## src/rtl/assert_macros.svh

```systemverilog
// Assertion macros of the offset-transition block, used by signal_offset_transition.
// Needs a clock i_clk and an active-low reset i_rst_n in the including module.
`ifndef ASSERT_MACROS_SVH
`define ASSERT_MACROS_SVH

// Same-cycle implication.
`define SOT_ASSERT_NOW(label, ante, cons) \
    label: assert property (@(posedge i_clk) disable iff (!i_rst_n) (ante) |-> (cons)) \
        else $error("assertion failed");

// Next-cycle implication.
`define SOT_ASSERT_NEXT(label, ante, cons) \
    label: assert property (@(posedge i_clk) disable iff (!i_rst_n) (ante) |=> (cons)) \
        else $error("assertion failed");

`endif

```

## src/rtl/sot_pkg.sv

```systemverilog
// Package of the signal offset-transition block: sizes, codes, payload types
// and small helper functions. Used by sot_div and signal_offset_transition.
package sot_pkg;

    localparam int PHASES      = 16;
    localparam int RINGS       = 4;
    localparam int MAX_CYCLE   = 255;
    localparam int SHORT_LIMIT = 5;

    localparam int PH_W    = $clog2(PHASES);
    localparam int RING_AW = (RINGS > 1) ? $clog2(RINGS) : 1;
    localparam int SEQ_AW  = RING_AW + PH_W;
    localparam int CONC_AW = 2 * PH_W;
    localparam int CLR_W   = (CONC_AW > SEQ_AW) ? CONC_AW : SEQ_AW;
    localparam int SUM_W   = PH_W + 8;
    localparam int BEG_W   = SUM_W + 2;
    localparam int DIV_NW  = 17;
    localparam int DIV_DW  = 8;

    typedef enum logic [2:0] {
        OP_SEQ   = 3'd0,
        OP_PHASE = 3'd1,
        OP_CONC  = 3'd2,
        OP_CYCLE = 3'd3,
        OP_EVAL  = 3'd4,
        OP_READ  = 3'd5
    } t_op;

    typedef enum logic [2:0] {
        CFG_COORD = 3'd0,
        CFG_OFFS  = 3'd1,
        CFG_TCYC  = 3'd2,
        CFG_CMASK = 3'd3,
        CFG_IMASK = 3'd4
    } t_cfg_idx;

    typedef enum logic [4:0] {
        S_CLR, S_IDLE, S_DEC, S_RDW, S_OUT,
        S_E_CREC, S_P_SEQ, S_P_PH, S_P_END,
        S_D1, S_D2, S_CORR, S_D3, S_CAP, S_APPLY,
        S_C_LST, S_C_PH, S_R_START, S_S_SEQ, S_S_PH, S_A_RD, S_R_NEXT
    } t_state;

    typedef struct packed {
        logic [2:0]  operation;
        logic [1:0]  ring_index;
        logic [3:0]  position;
        logic [4:0]  phase_id;
        logic [4:0]  entry_phase;
        logic [7:0]  split_value;
        logic [7:0]  green_value;
        logic [2:0]  phase_ring;
        logic [7:0]  cycle_value;
        logic [16:0] time_gap;
    } t_req;

    typedef struct packed {
        logic signed [8:0] transition_time;
        logic [7:0]        new_cycle;
        logic [7:0]        read_split;
        logic [7:0]        read_green;
        logic              was_applied;
    } t_res;

    typedef struct packed {
        logic [2:0] ring;
        logic [7:0] green;
        logic [7:0] split;
    } t_prec;

    function automatic logic phase_ok(input logic [4:0] p);
        return (p != 5'd0) && (32'(p) <= PHASES);
    endfunction

    function automatic logic ring_ok(input logic [2:0] r);
        return (r != 3'd0) && (32'(r) <= RINGS);
    endfunction

    function automatic logic [7:0] sat8(input logic signed [10:0] v);
        logic [7:0] res;
        if (v < 0) begin
            res = 8'd0;
        end else if (v > 11'sd255) begin
            res = 8'd255;
        end else begin
            res = v[7:0];
        end
        return res;
    endfunction

endpackage

```

## src/rtl/sot_ram.sv

```systemverilog
// Generic single-port-write, single-port-read synchronous RAM with a
// registered read. No dependencies.
module sot_ram #(
    parameter int AW = 4,
    parameter int DW = 8
) (
    input  logic          i_clk,
    input  logic          i_we,
    input  logic [AW-1:0] i_waddr,
    input  logic [DW-1:0] i_wdata,
    input  logic [AW-1:0] i_raddr,
    output logic [DW-1:0] o_rdata
);

    logic [DW-1:0] r_mem [2**AW];

    always_ff @(posedge i_clk) begin
        if (i_we) begin
            r_mem[i_waddr] <= i_wdata;
        end
        o_rdata <= r_mem[i_raddr];
    end

endmodule

```

## src/rtl/sot_div.sv

```systemverilog
// Iterative restoring divider, one quotient bit per cycle.
// Depends on sot_pkg for the operand widths.
module sot_div
    import sot_pkg::*;
(
    input  logic              i_clk,
    input  logic              i_rst_n,
    input  logic              i_start,
    input  logic [DIV_NW-1:0] i_dividend,
    input  logic [DIV_DW-1:0] i_divisor,
    output logic              o_done,
    output logic [DIV_NW-1:0] o_quot,
    output logic [DIV_DW-1:0] o_rem
);

    localparam int CNT_W = $clog2(DIV_NW + 1);

    logic              r_busy;
    logic              r_done;
    logic [CNT_W-1:0]  r_cnt;
    logic [DIV_NW-1:0] r_quo;
    logic [DIV_DW-1:0] r_rem;
    logic [DIV_DW-1:0] r_dvs;
    logic [DIV_DW:0]   w_trial;
    logic              w_ge;

    assign w_trial = {r_rem, r_quo[DIV_NW-1]};
    assign w_ge    = w_trial >= {1'b0, r_dvs};

    always_ff @(posedge i_clk) begin
        if (!i_rst_n) begin
            r_busy <= 1'b0;
            r_done <= 1'b0;
            r_cnt  <= '0;
        end else begin
            r_done <= 1'b0;
            if (i_start) begin
                r_busy <= 1'b1;
                r_cnt  <= CNT_W'(DIV_NW);
            end else if (r_busy) begin
                r_cnt <= r_cnt - 1'b1;
                if (r_cnt == CNT_W'(1)) begin
                    r_busy <= 1'b0;
                    r_done <= 1'b1;
                end
            end
        end
    end

    always_ff @(posedge i_clk) begin
        if (i_start) begin
            r_quo <= i_dividend;
            r_rem <= '0;
            r_dvs <= i_divisor;
        end else if (r_busy) begin
            r_quo <= {r_quo[DIV_NW-2:0], w_ge};
            r_rem <= w_ge ? DIV_DW'(w_trial - {1'b0, r_dvs}) : w_trial[DIV_DW-1:0];
        end
    end

    assign o_done = r_done;
    assign o_quot = r_quo;
    assign o_rem  = r_rem;

endmodule

```

## src/rtl/signal_offset_transition.sv

```systemverilog
// A table or cycle write is done in the decode state; a read passes on through the RAM
// read-wait and output states; an evaluation runs table walks (two RAM reads per
// slot) and up to three divisions. One request is in work at a time.
// Reset: synchronous, active low; afterwards a clearing pass zeroes the sequence,
// phase and concurrency RAMs while requests are stalled.
module signal_offset_transition
    import sot_pkg::*;
(
    input  logic        i_clk,
    input  logic        i_rst_n,
    input  logic        i_req_valid,
    output logic        o_req_stall,
    input  t_req        i_req_data,
    output logic        o_res_valid,
    input  logic        i_res_stall,
    output t_res        o_res_data,
    input  logic        i_cfg_we,
    input  logic [2:0]  i_cfg_idx,
    input  logic [15:0] i_cfg_data
);

`include "assert_macros.svh"

    t_state r_state, n_state;
    t_req   r_req;
    logic [CLR_W-1:0] r_cnt, n_cnt;
    logic [7:0] r_cycle, n_cycle, r_cl, n_cl;
    logic [4:0] r_coord;
    logic [7:0] r_soff, r_tcyc;
    logic [15:0] r_cmask, r_imask;
    logic [2:0] r_cring, n_cring;
    logic [7:0] r_csplit, n_csplit;
    logic [SUM_W-1:0] r_sum, n_sum;
    logic [PH_W-1:0] r_idx, n_idx;
    logic [4:0] r_p, n_p;
    logic signed [BEG_W-1:0] r_begin, n_begin, r_offset, n_offset;
    logic [7:0] r_gmod, n_gmod;
    logic signed [9:0] r_excess, n_excess, r_t, n_t;
    logic r_applied, n_applied;
    logic [7:0] r_rsplit, n_rsplit, r_rgreen, n_rgreen;
    logic [4:0] r_chosen [RINGS];
    logic [4:0] n_chosen [RINGS];
    logic [RING_AW-1:0] r_ring, n_ring;
    logic r_res_vld;
    t_res r_res, n_res;
    logic w_res_load;

    logic seq_we, ph_we, cc_we;
    logic [SEQ_AW-1:0] seq_wa, seq_ra;
    logic [PH_W-1:0] ph_wa, ph_ra;
    logic [CONC_AW-1:0] cc_wa, cc_ra;
    logic [4:0] seq_wd, seq_rd, cc_wd, cc_rd;
    t_prec ph_wd, ph_rd;
    logic [$bits(t_prec)-1:0] ph_rd_raw;

    logic w_div_start, w_div_done;
    logic [DIV_NW-1:0] w_div_a, w_div_q;
    logic [DIV_DW-1:0] w_div_b, w_div_r;

    sot_ram #(.AW(SEQ_AW), .DW(5)) u_seq (
        .i_clk(i_clk), .i_we(seq_we), .i_waddr(seq_wa), .i_wdata(seq_wd),
        .i_raddr(seq_ra), .o_rdata(seq_rd)
    );
    sot_ram #(.AW(PH_W), .DW($bits(t_prec))) u_phase (
        .i_clk(i_clk), .i_we(ph_we), .i_waddr(ph_wa), .i_wdata(ph_wd),
        .i_raddr(ph_ra), .o_rdata(ph_rd_raw)
    );
    sot_ram #(.AW(CONC_AW), .DW(5)) u_conc (
        .i_clk(i_clk), .i_we(cc_we), .i_waddr(cc_wa), .i_wdata(cc_wd),
        .i_raddr(cc_ra), .o_rdata(cc_rd)
    );
    sot_div u_div (
        .i_clk(i_clk), .i_rst_n(i_rst_n), .i_start(w_div_start),
        .i_dividend(w_div_a), .i_divisor(w_div_b), .o_done(w_div_done),
        .o_quot(w_div_q), .o_rem(w_div_r)
    );

    assign ph_rd = t_prec'(ph_rd_raw);
    assign o_req_stall = (r_state != S_IDLE);
    assign o_res_valid = r_res_vld;
    assign o_res_data  = r_res;

    always_ff @(posedge i_clk) begin
        if (!i_rst_n) begin
            r_coord <= '0;
            r_soff  <= '0;
            r_tcyc  <= '0;
            r_cmask <= '0;
            r_imask <= '0;
        end else if (i_cfg_we) begin
            case (i_cfg_idx)
                CFG_COORD: r_coord <= i_cfg_data[4:0];
                CFG_OFFS:  r_soff  <= i_cfg_data[7:0];
                CFG_TCYC:  r_tcyc  <= i_cfg_data[7:0];
                CFG_CMASK: r_cmask <= i_cfg_data;
                CFG_IMASK: r_imask <= i_cfg_data;
                default:   r_coord <= r_coord;
            endcase
        end
    end

    always_ff @(posedge i_clk) begin
        if (!i_rst_n) begin
            r_state   <= S_CLR;
            r_cnt     <= '0;
            r_cycle   <= '0;
            r_cl      <= '0;
            r_res_vld <= 1'b0;
        end else begin
            r_state <= n_state;
            r_cnt   <= n_cnt;
            r_cycle <= n_cycle;
            r_cl    <= n_cl;
            if (w_res_load) begin
                r_res_vld <= 1'b1;
            end else if (!i_res_stall) begin
                r_res_vld <= 1'b0;
            end
        end
    end

    always_ff @(posedge i_clk) begin
        if (i_req_valid && !o_req_stall) begin
            r_req <= i_req_data;
        end
        r_cring   <= n_cring;
        r_csplit  <= n_csplit;
        r_sum     <= n_sum;
        r_idx     <= n_idx;
        r_p       <= n_p;
        r_begin   <= n_begin;
        r_offset  <= n_offset;
        r_gmod    <= n_gmod;
        r_excess  <= n_excess;
        r_t       <= n_t;
        r_applied <= n_applied;
        r_rsplit  <= n_rsplit;
        r_rgreen  <= n_rgreen;
        r_chosen  <= n_chosen;
        r_ring    <= n_ring;
        r_res     <= n_res;
    end

    logic [PH_W-1:0] w_cidx, w_pidx;
    logic signed [BEG_W-1:0] w_begin, w_offs;
    logic signed [9:0] w_ofmod, w_total, w_cl_s;
    logic [7:0] w_cl_eff;
    logic [RING_AW-1:0] w_rsel;
    logic signed [10:0] w_sum_t;

    always_comb begin
        n_state = r_state;  n_cnt = r_cnt;  n_cycle = r_cycle;  n_cl = r_cl;
        n_cring = r_cring;  n_csplit = r_csplit;  n_sum = r_sum;  n_idx = r_idx;
        n_p = r_p;  n_begin = r_begin;  n_offset = r_offset;  n_gmod = r_gmod;
        n_excess = r_excess;  n_t = r_t;  n_applied = r_applied;
        n_rsplit = r_rsplit;  n_rgreen = r_rgreen;  n_chosen = r_chosen;
        n_ring = r_ring;  n_res = r_res;
        w_res_load = 1'b0;
        seq_we = 1'b0;  seq_wa = '0;  seq_wd = '0;  seq_ra = '0;
        ph_we = 1'b0;   ph_wa = '0;   ph_wd = '0;   ph_ra = '0;
        cc_we = 1'b0;   cc_wa = '0;   cc_wd = '0;   cc_ra = '0;
        w_div_start = 1'b0;  w_div_a = '0;  w_div_b = '0;
        w_cidx = PH_W'(r_coord - 5'd1);
        w_pidx = PH_W'(r_p - 5'd1);
        w_begin = $signed({2'b00, r_sum}) - $signed(BEG_W'(r_csplit));
        w_offs = $signed(BEG_W'(r_soff));
        w_ofmod = r_offset < 0 ? -$signed(10'(w_div_r)) : $signed(10'(w_div_r));
        w_total = r_excess > 0 ? $signed(10'(r_cycle)) - r_excess : -r_excess;
        w_cl_eff = (r_cl != 8'd0) ? r_cl : ((r_tcyc == 8'd0) ? 8'd1 : r_tcyc);
        w_cl_s = $signed(10'(w_cl_eff));
        w_rsel = RING_AW'(ph_rd.ring - 3'd1);
        w_sum_t = $signed(11'(r_cycle)) + 11'(r_t);

        case (r_state)
            S_CLR: begin
                seq_we = 1'b1;  seq_wa = SEQ_AW'(r_cnt);
                ph_we  = 1'b1;  ph_wa  = PH_W'(r_cnt);
                cc_we  = 1'b1;  cc_wa  = CONC_AW'(r_cnt);
                n_cnt = r_cnt + 1'b1;
                if (r_cnt == '1) begin
                    n_state = S_IDLE;
                end
            end
            S_IDLE: begin
                if (i_req_valid) begin
                    n_state = S_DEC;
                end
            end
            S_DEC: begin
                n_state = S_IDLE;
                n_t = '0;
                n_applied = 1'b0;
                n_rsplit = '0;
                n_rgreen = '0;
                case (r_req.operation)
                    OP_SEQ: begin
                        if (32'(r_req.ring_index) < RINGS) begin
                            seq_we = 1'b1;
                            seq_wa = {RING_AW'(r_req.ring_index), PH_W'(r_req.position)};
                            seq_wd = r_req.entry_phase;
                        end
                    end
                    OP_PHASE: begin
                        if (phase_ok(r_req.phase_id)) begin
                            ph_we = 1'b1;
                            ph_wa = PH_W'(r_req.phase_id - 5'd1);
                            ph_wd = '{ring: r_req.phase_ring, green: r_req.green_value,
                                      split: r_req.split_value};
                        end
                    end
                    OP_CONC: begin
                        if (phase_ok(r_req.phase_id)) begin
                            cc_we = 1'b1;
                            cc_wa = {PH_W'(r_req.phase_id - 5'd1), PH_W'(r_req.position)};
                            cc_wd = r_req.entry_phase;
                        end
                    end
                    OP_CYCLE: n_cycle = r_req.cycle_value;
                    OP_READ: begin
                        if (phase_ok(r_req.phase_id)) begin
                            ph_ra = PH_W'(r_req.phase_id - 5'd1);
                            n_state = S_RDW;
                        end else begin
                            n_state = S_OUT;
                        end
                    end
                    OP_EVAL: begin
                        if (phase_ok(r_coord)) begin
                            ph_ra = w_cidx;
                            n_state = S_E_CREC;
                        end else begin
                            n_state = S_OUT;
                        end
                    end
                    default: n_state = S_IDLE;
                endcase
            end
            S_RDW: begin
                n_rsplit = ph_rd.split;
                n_rgreen = ph_rd.green;
                n_state = S_OUT;
            end
            S_OUT: begin
                if (!r_res_vld || !i_res_stall) begin
                    w_res_load = 1'b1;
                    n_res.transition_time = r_t[8:0];
                    n_res.new_cycle = r_cycle;
                    n_res.read_split = r_rsplit;
                    n_res.read_green = r_rgreen;
                    n_res.was_applied = r_applied;
                    n_state = S_IDLE;
                end
            end
            S_E_CREC: begin
                n_cring = ph_rd.ring;
                n_csplit = ph_rd.split;
                n_sum = '0;
                n_idx = '0;
                if (ring_ok(ph_rd.ring)) begin
                    seq_ra = {w_rsel, PH_W'(0)};
                    n_state = S_P_SEQ;
                end else begin
                    n_state = S_OUT;
                end
            end
            S_P_SEQ: begin
                if (phase_ok(seq_rd)) begin
                    n_p = seq_rd;
                    ph_ra = PH_W'(seq_rd - 5'd1);
                    n_state = S_P_PH;
                end else begin
                    n_state = S_P_END;
                end
            end
            S_P_PH: begin
                n_sum = r_sum + SUM_W'(ph_rd.split);
                if (r_p == r_coord || r_idx == PH_W'(PHASES - 1)) begin
                    n_state = S_P_END;
                end else begin
                    n_idx = r_idx + 1'b1;
                    seq_ra = {RING_AW'(r_cring - 3'd1), r_idx + 1'b1};
                    n_state = S_P_SEQ;
                end
            end
            S_P_END: begin
                if (r_sum == '0 || r_imask[w_cidx]) begin
                    n_state = S_OUT;
                end else begin
                    n_applied = 1'b1;
                    n_begin = w_begin;
                    if (w_begin > 0) begin
                        w_offs = w_offs + $signed(BEG_W'(r_cycle)) - w_begin;
                    end
                    n_offset = w_offs;
                    if (r_cycle == 8'd0) begin
                        n_state = S_OUT;
                    end else begin
                        w_div_start = 1'b1;
                        w_div_a = r_req.time_gap;
                        w_div_b = r_cycle;
                        n_state = S_D1;
                    end
                end
            end
            S_D1: begin
                if (w_div_done) begin
                    n_gmod = w_div_r;
                    w_div_start = 1'b1;
                    w_div_a = DIV_NW'(r_offset < 0 ? -r_offset : r_offset);
                    w_div_b = r_cycle;
                    n_state = S_D2;
                end
            end
            S_D2: begin
                if (w_div_done) begin
                    n_excess = $signed(10'(r_gmod)) - w_ofmod;
                    n_state = S_CORR;
                end
            end
            S_CORR: begin
                n_state = S_CAP;
                if (r_excess == 10'sd0 || r_excess == 10'sd1) begin
                    n_cl = '0;
                    n_t = '0;
                end else if (r_excess > 10'sd1 && r_excess <= 10'(SHORT_LIMIT)) begin
                    n_cl = '0;
                    n_t = -r_excess;
                end else begin
                    n_cl = w_cl_eff - 8'd1;
                    if (w_total <= w_cl_s || w_total <= 10'(SHORT_LIMIT)) begin
                        n_t = w_total;
                    end else begin
                        w_div_start = 1'b1;
                        w_div_a = DIV_NW'(w_total);
                        w_div_b = w_cl_eff;
                        n_state = S_D3;
                    end
                end
            end
            S_D3: begin
                if (w_div_done) begin
                    n_t = $signed(10'(w_div_q[7:0]));
                    n_state = S_CAP;
                end
            end
            S_CAP: begin
                if (w_sum_t > 11'(MAX_CYCLE)) begin
                    n_t = 10'(MAX_CYCLE) - $signed(10'(r_cycle));
                    n_cl = r_cl + 8'd1;
                end
                n_state = S_APPLY;
            end
            S_APPLY: begin
                if (r_t == 10'sd0) begin
                    n_state = S_OUT;
                end else begin
                    n_cycle = sat8(w_sum_t);
                    for (int i = 0; i < RINGS; i++) begin
                        n_chosen[i] = '0;
                    end
                    n_chosen[RING_AW'(r_cring - 3'd1)] = r_coord;
                    n_idx = '0;
                    cc_ra = {w_cidx, PH_W'(0)};
                    n_state = S_C_LST;
                end
            end
            S_C_LST: begin
                n_ring = '0;
                if (phase_ok(cc_rd)) begin
                    n_p = cc_rd;
                    ph_ra = PH_W'(cc_rd - 5'd1);
                    n_state = S_C_PH;
                end else begin
                    n_state = S_R_START;
                end
            end
            S_C_PH: begin
                if (r_cmask[w_pidx] && ring_ok(ph_rd.ring)) begin
                    n_chosen[w_rsel] = r_p;
                end
                if (r_idx == PH_W'(PHASES - 1)) begin
                    n_state = S_R_START;
                end else begin
                    n_idx = r_idx + 1'b1;
                    cc_ra = {w_cidx, r_idx + 1'b1};
                    n_state = S_C_LST;
                end
            end
            S_R_START: begin
                n_sum = '0;
                n_idx = '0;
                if (r_chosen[r_ring] != 5'd0) begin
                    n_p = r_chosen[r_ring];
                    ph_ra = PH_W'(r_chosen[r_ring] - 5'd1);
                    n_state = S_A_RD;
                end else begin
                    seq_ra = {r_ring, PH_W'(0)};
                    n_state = S_S_SEQ;
                end
            end
            S_S_SEQ: begin
                if (phase_ok(seq_rd)) begin
                    n_p = seq_rd;
                    ph_ra = PH_W'(seq_rd - 5'd1);
                    n_state = S_S_PH;
                end else begin
                    n_state = S_R_NEXT;
                end
            end
            S_S_PH: begin
                n_sum = r_sum + SUM_W'(ph_rd.split);
                if ($signed({2'b00, n_sum}) > r_begin || r_idx == PH_W'(PHASES - 1)) begin
                    ph_ra = w_pidx;
                    n_state = S_A_RD;
                end else begin
                    n_idx = r_idx + 1'b1;
                    seq_ra = {r_ring, r_idx + 1'b1};
                    n_state = S_S_SEQ;
                end
            end
            S_A_RD: begin
                ph_we = 1'b1;
                ph_wa = w_pidx;
                ph_wd.ring = ph_rd.ring;
                ph_wd.split = sat8($signed(11'(ph_rd.split)) + 11'(r_t));
                ph_wd.green = sat8($signed(11'(ph_rd.green)) + 11'(r_t));
                n_state = S_R_NEXT;
            end
            S_R_NEXT: begin
                if (r_ring == RING_AW'(RINGS - 1)) begin
                    n_state = S_OUT;
                end else begin
                    n_ring = r_ring + 1'b1;
                    n_state = S_R_START;
                end
            end
            default: n_state = S_IDLE;
        endcase
    end

    `SOT_ASSERT_NOW(a_unapplied_zero, o_res_valid,
        o_res_data.was_applied || o_res_data.transition_time == 9'sd0)
    `SOT_ASSERT_NOW(a_div_nonzero, w_div_start, w_div_b != '0)
    `SOT_ASSERT_NEXT(a_clear_stalls, r_state == S_CLR && r_cnt != '1, o_req_stall)

endmodule

```

## config.mk

```make
export PLATFORM = sky130hd
export DESIGN_NAME = signal_offset_transition
export DESIGN_NICKNAME = d
export VERILOG_FILES = /design/src/rtl/sot_pkg.sv /design/src/rtl/sot_ram.sv /design/src/rtl/sot_div.sv /design/src/rtl/signal_offset_transition.sv
export VERILOG_INCLUDE_DIRS = /design/src /design/src/rtl
export SDC_FILE = /design/constraint.sdc
export NUM_CORES = 2
export LEC_CHECK = 0
export ABC_AREA = 1
export BUFFER_PORTS_ARGS = -buffer_cell sky130_fd_sc_hd__buf_2
export CORE_ASPECT_RATIO = 0.5
export CORE_MARGIN = 4
export CORE_UTILIZATION = 54
export CTS_BUF_LIST = sky130_fd_sc_hd__clkbuf_4 sky130_fd_sc_hd__clkbuf_8
export DETAILED_ROUTE_END_ITERATION = 10
export HOLD_SLACK_MARGIN = 0.12
export PLACE_DENSITY = 0.78
export SYNTH_ARGS = -nofsm -noshare
export SYNTH_HDL_FRONTEND = slang
export SYNTH_HIERARCHICAL = 1
export SYNTH_SLANG_ARGS = --single-unit
```

## constraint.sdc

```tcl
create_clock -name i_clk -period 19.6 [get_ports i_clk]
set_input_delay 1.96 -clock i_clk [delete_from_list [all_inputs] [get_ports i_clk]]
set_output_delay 1.96 -clock i_clk [all_outputs]
set_load 0.02 [all_outputs]
```

* After elaboration in Yosys (flattened, before gate mapping)
Memory sizes are Yosys's and may differ from the RTL's. A register that Yosys moved wholly into a read port is not among the register bits. Index checks and enable logic that the tools add are counted. Widths: inputs -> output; s select.
Operators by class: bitwise logic cells 7, div/mod/pow operators 0, $add $sub $neg 28, equal/unequal tests 57, multipliers 0, magnitude comparators 27, reductions and logical operators 69, muxes and demuxes 159, shift operators 0
Operators with widths (number):
- $mux 8 | 25
- $mux 17 | 9
- $mux 5 | 22
- $pmux 5 s22 | 1
- $pmux 8 s2 | 6
- $mux 10 | 7
- $mux 4 | 16
- $pmux 17 s3 | 1
- $eq 5x4->1 const B | 8
- $mux 20 | 2
- $pmux 10 s4 | 1
- $pmux 20 s2 | 1
- $pmux 4 s5 | 2
- $mux 19 | 2
- $pmux 19 s2 | 1
- $add 9x10->11 | 3
- $gt 11x9->1 const B | 3
- $lt 11x1->1 const B | 3
- $mux 1 | 32
- $eq 5x5->1 const B | 6
- $mux 6 | 5
- $reduce_bool 5->1 | 6
- $ne 2x2->1 const B | 13
- $pmux 12 s2 | 1
- 82 further kinds | 171
Storage, ports and cells: latch bits 0, input bits 87, register bits 345, memory bits (read-only) 0, output and inout bits 36, memories kept 3, word-level logic and storage cells 401, bits in writable memories 1904
Memory list:
- u_conc.r_mem | depth 256, width 5, read ports 1, clocked after memory_dff 1, write ports 1, RTL line sot_ram.sv:15 | logic [DW-1:0] r_mem [2**AW];
- u_seq.r_mem | depth 64, width 5, read ports 1, clocked after memory_dff 1, write ports 1, RTL line sot_ram.sv:15
- u_phase.r_mem | depth 16, width 19, read ports 1, clocked after memory_dff 1, write ports 1, RTL line sot_ram.sv:15

* Depth between registers and ports, before layout
depth in word-level cells 10, mapped depth 37, mapped depth without buffers 34

* Modules after synthesis
Netlist, hierarchy kept.
By module, submodules not included:
- sot_ram (u_conc) | area an instance 52718.1 µm², instances 1, sequential area each 38537.0 µm², cells each 4552
- signal_offset_transition | area an instance 18956.9 µm², instances 1, sequential area each 8328.0 µm², cells each 2298
- sot_ram (u_phase) | area an instance 13491.7 µm², instances 1, sequential area each 9509.1 µm², cells each 1270
- sot_ram (u_seq) | area an instance 13387.8 µm², instances 1, sequential area each 9709.3 µm², cells each 1162
- sot_div | area an instance 2112.0 µm², instances 1, sequential area each 1051.0 µm², cells each 249

* Worst setup path after synthesis
No wires, ideal clock.
path kind reg-to-reg, start reg r_state[1], end mem u_conc.r_mem[0][0] (data pin), stages on the path, launching flop included 9, required time 18.207 ns, setup slack 11.006 ns, path buffers 0, clock period less this slack 8.594 ns, data arrival time 7.201 ns, setup time 1.393 ns, cells stage by stage dfxtp_1 > nand2_1 > nor2_2 > inv_1 > nor2_2 > inv_2 > nor2_4 > nand4_1 > nor2_1
Between the ends: word-level cells in the longest chain between the ends 2
RTL lines:
- start: declaration | RTL line signal_offset_transition.sv:24 | t_state r_state, n_state;
- start signal: assignment | RTL line signal_offset_transition.sv:110 | r_state <= n_state;
- $eq 5x2->1 | RTL line signal_offset_transition.sv:174 | case (r_state)
- $mux 5 | RTL line signal_offset_transition.sv:174
- via cc_wd[0] | RTL line signal_offset_transition.sv:52 | logic [4:0] seq_wd, seq_rd, cc_wd, cc_rd;
- end: declaration | RTL line sot_ram.sv:15
The timed path passes the listed nets, and every way through them passes these cells.

* Final worst setup path
start reg r_sum[0], end reg u_seq.o_rdata[3] (read register of u_seq.r_mem)
Between the ends: word-level cells in the longest chain between the ends 5
RTL lines:
- start: declaration | RTL line signal_offset_transition.sv:33 | logic [SUM_W-1:0] r_sum, n_sum;
- start signal: assignment | RTL line signal_offset_transition.sv:128 | r_sum <= n_sum;
- $add 12x8->12 | RTL line signal_offset_transition.sv:411 | n_sum = r_sum + SUM_W'(ph_rd.split);
- $gt 13x13->1 | RTL line signal_offset_transition.sv:412 | if ($signed({2'b00, n_sum}) > r_begin || r_idx == PH_W'(PHASES - 1)) begin
- $logic_or 1x1->1 | RTL line signal_offset_transition.sv:412
- $mux 6 | RTL line signal_offset_transition.sv:412
- $pmux 6 s4 | RTL line signal_offset_transition.sv:174
- via seq_ra[0] | RTL line signal_offset_transition.sv:49 | logic [SEQ_AW-1:0] seq_wa, seq_ra;
- end: declaration | RTL line sot_ram.sv:12 | output logic [DW-1:0] o_rdata
The timed path passes the listed nets, and every way through them passes these cells. A chain may end at the register's enable or synchronous reset.

==> metrics.txt <==
status finished, final reports clean; Rel. slew slack 11.8%; Pre-antenna DRT Iters 9; Slowest-stage cell, CP buf_4; vias in the first global route 68500; Slew @ Worst Pin 1.31 ns; Std-Cell Rows 111; cell mode on critical path nand2_1; number of buffers created by CTS 320; most frequent cells in the layout nand2_1 (2660), edfxtp_1 (2151), nand3_1 (1856); Non-Filler Cell Area, Final 0.110 sq mm; RSZ-0062 raised after global routing no; WS Path Type register to register; initial antenna violation count 10; CTS tree built; Fmax 0.157 GHz; first-pass GRT wire length 401000 um; VDD IR max 59.0 uV; Post-CTS Hold Buffers 0; crit end category register; post-CTS sizing 0; Top FF cell, synth edfxtp_1; placed insts 11800; dpl hpwl 158000 um; Overflow after GRT 0; post-synth cell types 67; final total power 10.0 mW; maximum clock path buffer count 4; Clock Latency Late Sink 0.97 ns; Total Neg Setup Slack 0 ns; final setup fails 0; Tcrit/Tclk final 32.6%; Cells after Synth 9531; non-filler instance count after layout 12400; CTS root buffer clkbuf_8; Cell Area, Synth 0.101 sq mm; Hold WS 0.421 ns; final hold vios 0; PwrDens 91.4 mW/mm^2; htree depth 5; synthesized flop and latch total 2278; Final Critical Period 6.38 ns; Synthesized Nets 9759; Die Y 313 um; Async SR Flop Fraction 0%; per-cell routed wire length 21.6 um; Total GRT Usage 26.7%; Max Transition Viols Final 0; Worst Setup Start Kind register; pin count of the biggest net entering global routing 232; CP required 20.48 ns; Post-synth EDFFs 2151; via/cell ratio 5.88; port bufs 122; Worst path max stage delay 0.88 ns; area grow syn2layout 8.87%; register area share after synthesis 66.7%; post-CTS setup buffer count 0; Post-DRT Antenna Nets 0; NumNets Final 9842; GPL Wtd Cong 0.963; Vias 72700; Hold Crit Class register to register; Clock Sinks 2278; DRT iter0 DRCs 11500; Max FO, Critical Path 103; commonest non-fill, non-tap cell in the layout nand2_1; Max Cap Viol 0; # DRC 0; share of layout cells above drive strength 1 8.98%; Worst Skew 0.0677 ns; Reg clk slew, reported paths 0.07 ns; die area 0.194 sq mm; # IOs 123; static leakage 42.0 nW; Placed Area 0.103 sq mm; WL final 267000 um; die width 619 um; initial core utilization 54.6%; average size of a mapped cell 10.6 sq um; crit path DAT 7.26 ns; Yosys warning count 6; Core ar. 0.184 sq mm
logic make-up (layout without fill, tap and decap cells):
family | count (synthesis) | in the layout | share of synthesized area, %
flops | 2278 | 2278 | 66.7
buf+inv | 1181 | 1523 | 5.11
simple gates | 5332 | 5332 | 22.7
xor+xnor | 93 | 93 | 0.824
compound gates | 506 | 506 | 2.86
other cells | 0 | 11 | 0
fa+ha+maj | 141 | 141 | 1.83
final timing paths:
check	start	endpoint	slack [ns]	depth (start not counted)
worst min register to register	r_rgreen[6]	o_res_data[7]	0.42	0
worst max register to register	r_sum[0]	u_seq/o_rdata[3]	13.22	36
worst min-delay path	r_rgreen[6]	o_res_data[7]	0.42	0
worst max-delay path	r_sum[0]	u_seq/o_rdata[3]	13.22	36
report_power, final:
| group | leakage (nW) | internal, mW | switching (mW) |
|---|---|---|---|
| logic | 16.9 | 0.211 | 0.543 |
| registers | 21.7 | 5.40 | 0.0969 |
| clock network | 3.39 | 1.95 | 1.82 |
| total | 42.0 | 7.56 | 2.46 |
per-stage QoR:
step,setup WS [ns],utilization (%)
after floorplan,11.01,-
after CTS,13.32,59.5
after global placement,13.49,56.0
after global routing,12.55,59.5
after detailed placement,13.35,56.0
final,13.22,59.5
layout make-up:
type	instances	area (sq um)
clock inverters	122	865
fillers	14500	74700
flip-flops and latches	2278	67100
inverters	696	2640
clock buffers	459	5560
well taps	2486	3110
repair buffers	246	1640
multi-input cells	6072	28600
diodes	11	27.5
synthesized netlist by cell type (4+ instances only):
master    number  share of area [%]
a211oi_1       5              0.037
a21o_1         4              0.030
a21oi_1      157               0.78
a21oi_2        5              0.044
a22oi_1        6              0.045
a31oi_1       10              0.062
buf_1         29               0.11
buf_2        256                1.3
buf_4         46               0.34
buf_6         23               0.26
clkbuf_1     128               0.48
clkinv_1       8              0.030
dfxtp_1      127                2.5
edfxtp_1    2151                 64
fa_1          10               0.20
ha_1         131                1.6
inv_1        675                2.5
inv_2         11              0.041
nand2_1     2662                9.9
nand2_2       15              0.093
nand2_4        4              0.045
nand3_1     1856                9.2
nand3b_1      15               0.11
nand4_1       35               0.22
nor2_1       652                2.4
nor2_2        12              0.075
nor3_1        38               0.19
nor3b_1        5              0.037
nor4_1        13              0.081
o211ai_1      17               0.13
o21ai_0      217                1.1
o21ai_1        6              0.030
o21ai_2        9              0.078
o21bai_1       6              0.045
o221ai_1      10              0.087
o22ai_1       22               0.14
o311ai_0       4              0.035
o31ai_1        4              0.030
o32ai_1       12               0.10
or2_2          6              0.037
xnor2_1       22               0.19
xor2_1        69               0.60
metal layers:
layer,vias to the layer above,share of wire [%],global-route usage [%]
li1,32900,-,-
met3,648,13,6.01
met5,-,0.0049,0
met1,34500,40,38.7
met2,4650,44,39.8
met4,2,3.5,9.43
state kept, by name, indices dropped and copies added, names as in the netlist, 10 cells and up:
register,cells
u_conc/r_mem,1280
u_seq/r_mem,320
u_phase/r_mem,304
r_req,63
o_res_data,34
r_chosen,20
u_phase/o_rdata,19
u_div/o_quot,17
r_cmask,16
r_imask,16
r_offset,14
r_begin,13
r_sum,12
r_excess,10
r_t,10
worst max-delay path, delay by kind of cell (launching register included):
kind,cells,cell delay (ns)
flip-flops,1,0.43
adder cells (fa/ha/maj),3,0.93
AO/OA/AOI/OAI,4,0.63
buffers and inverters,7,2.17
AND/OR/NAND/NOR,21,1.92
XOR/XNOR,1,0.19
Note: power is estimated with default switching activity, not from simulation.
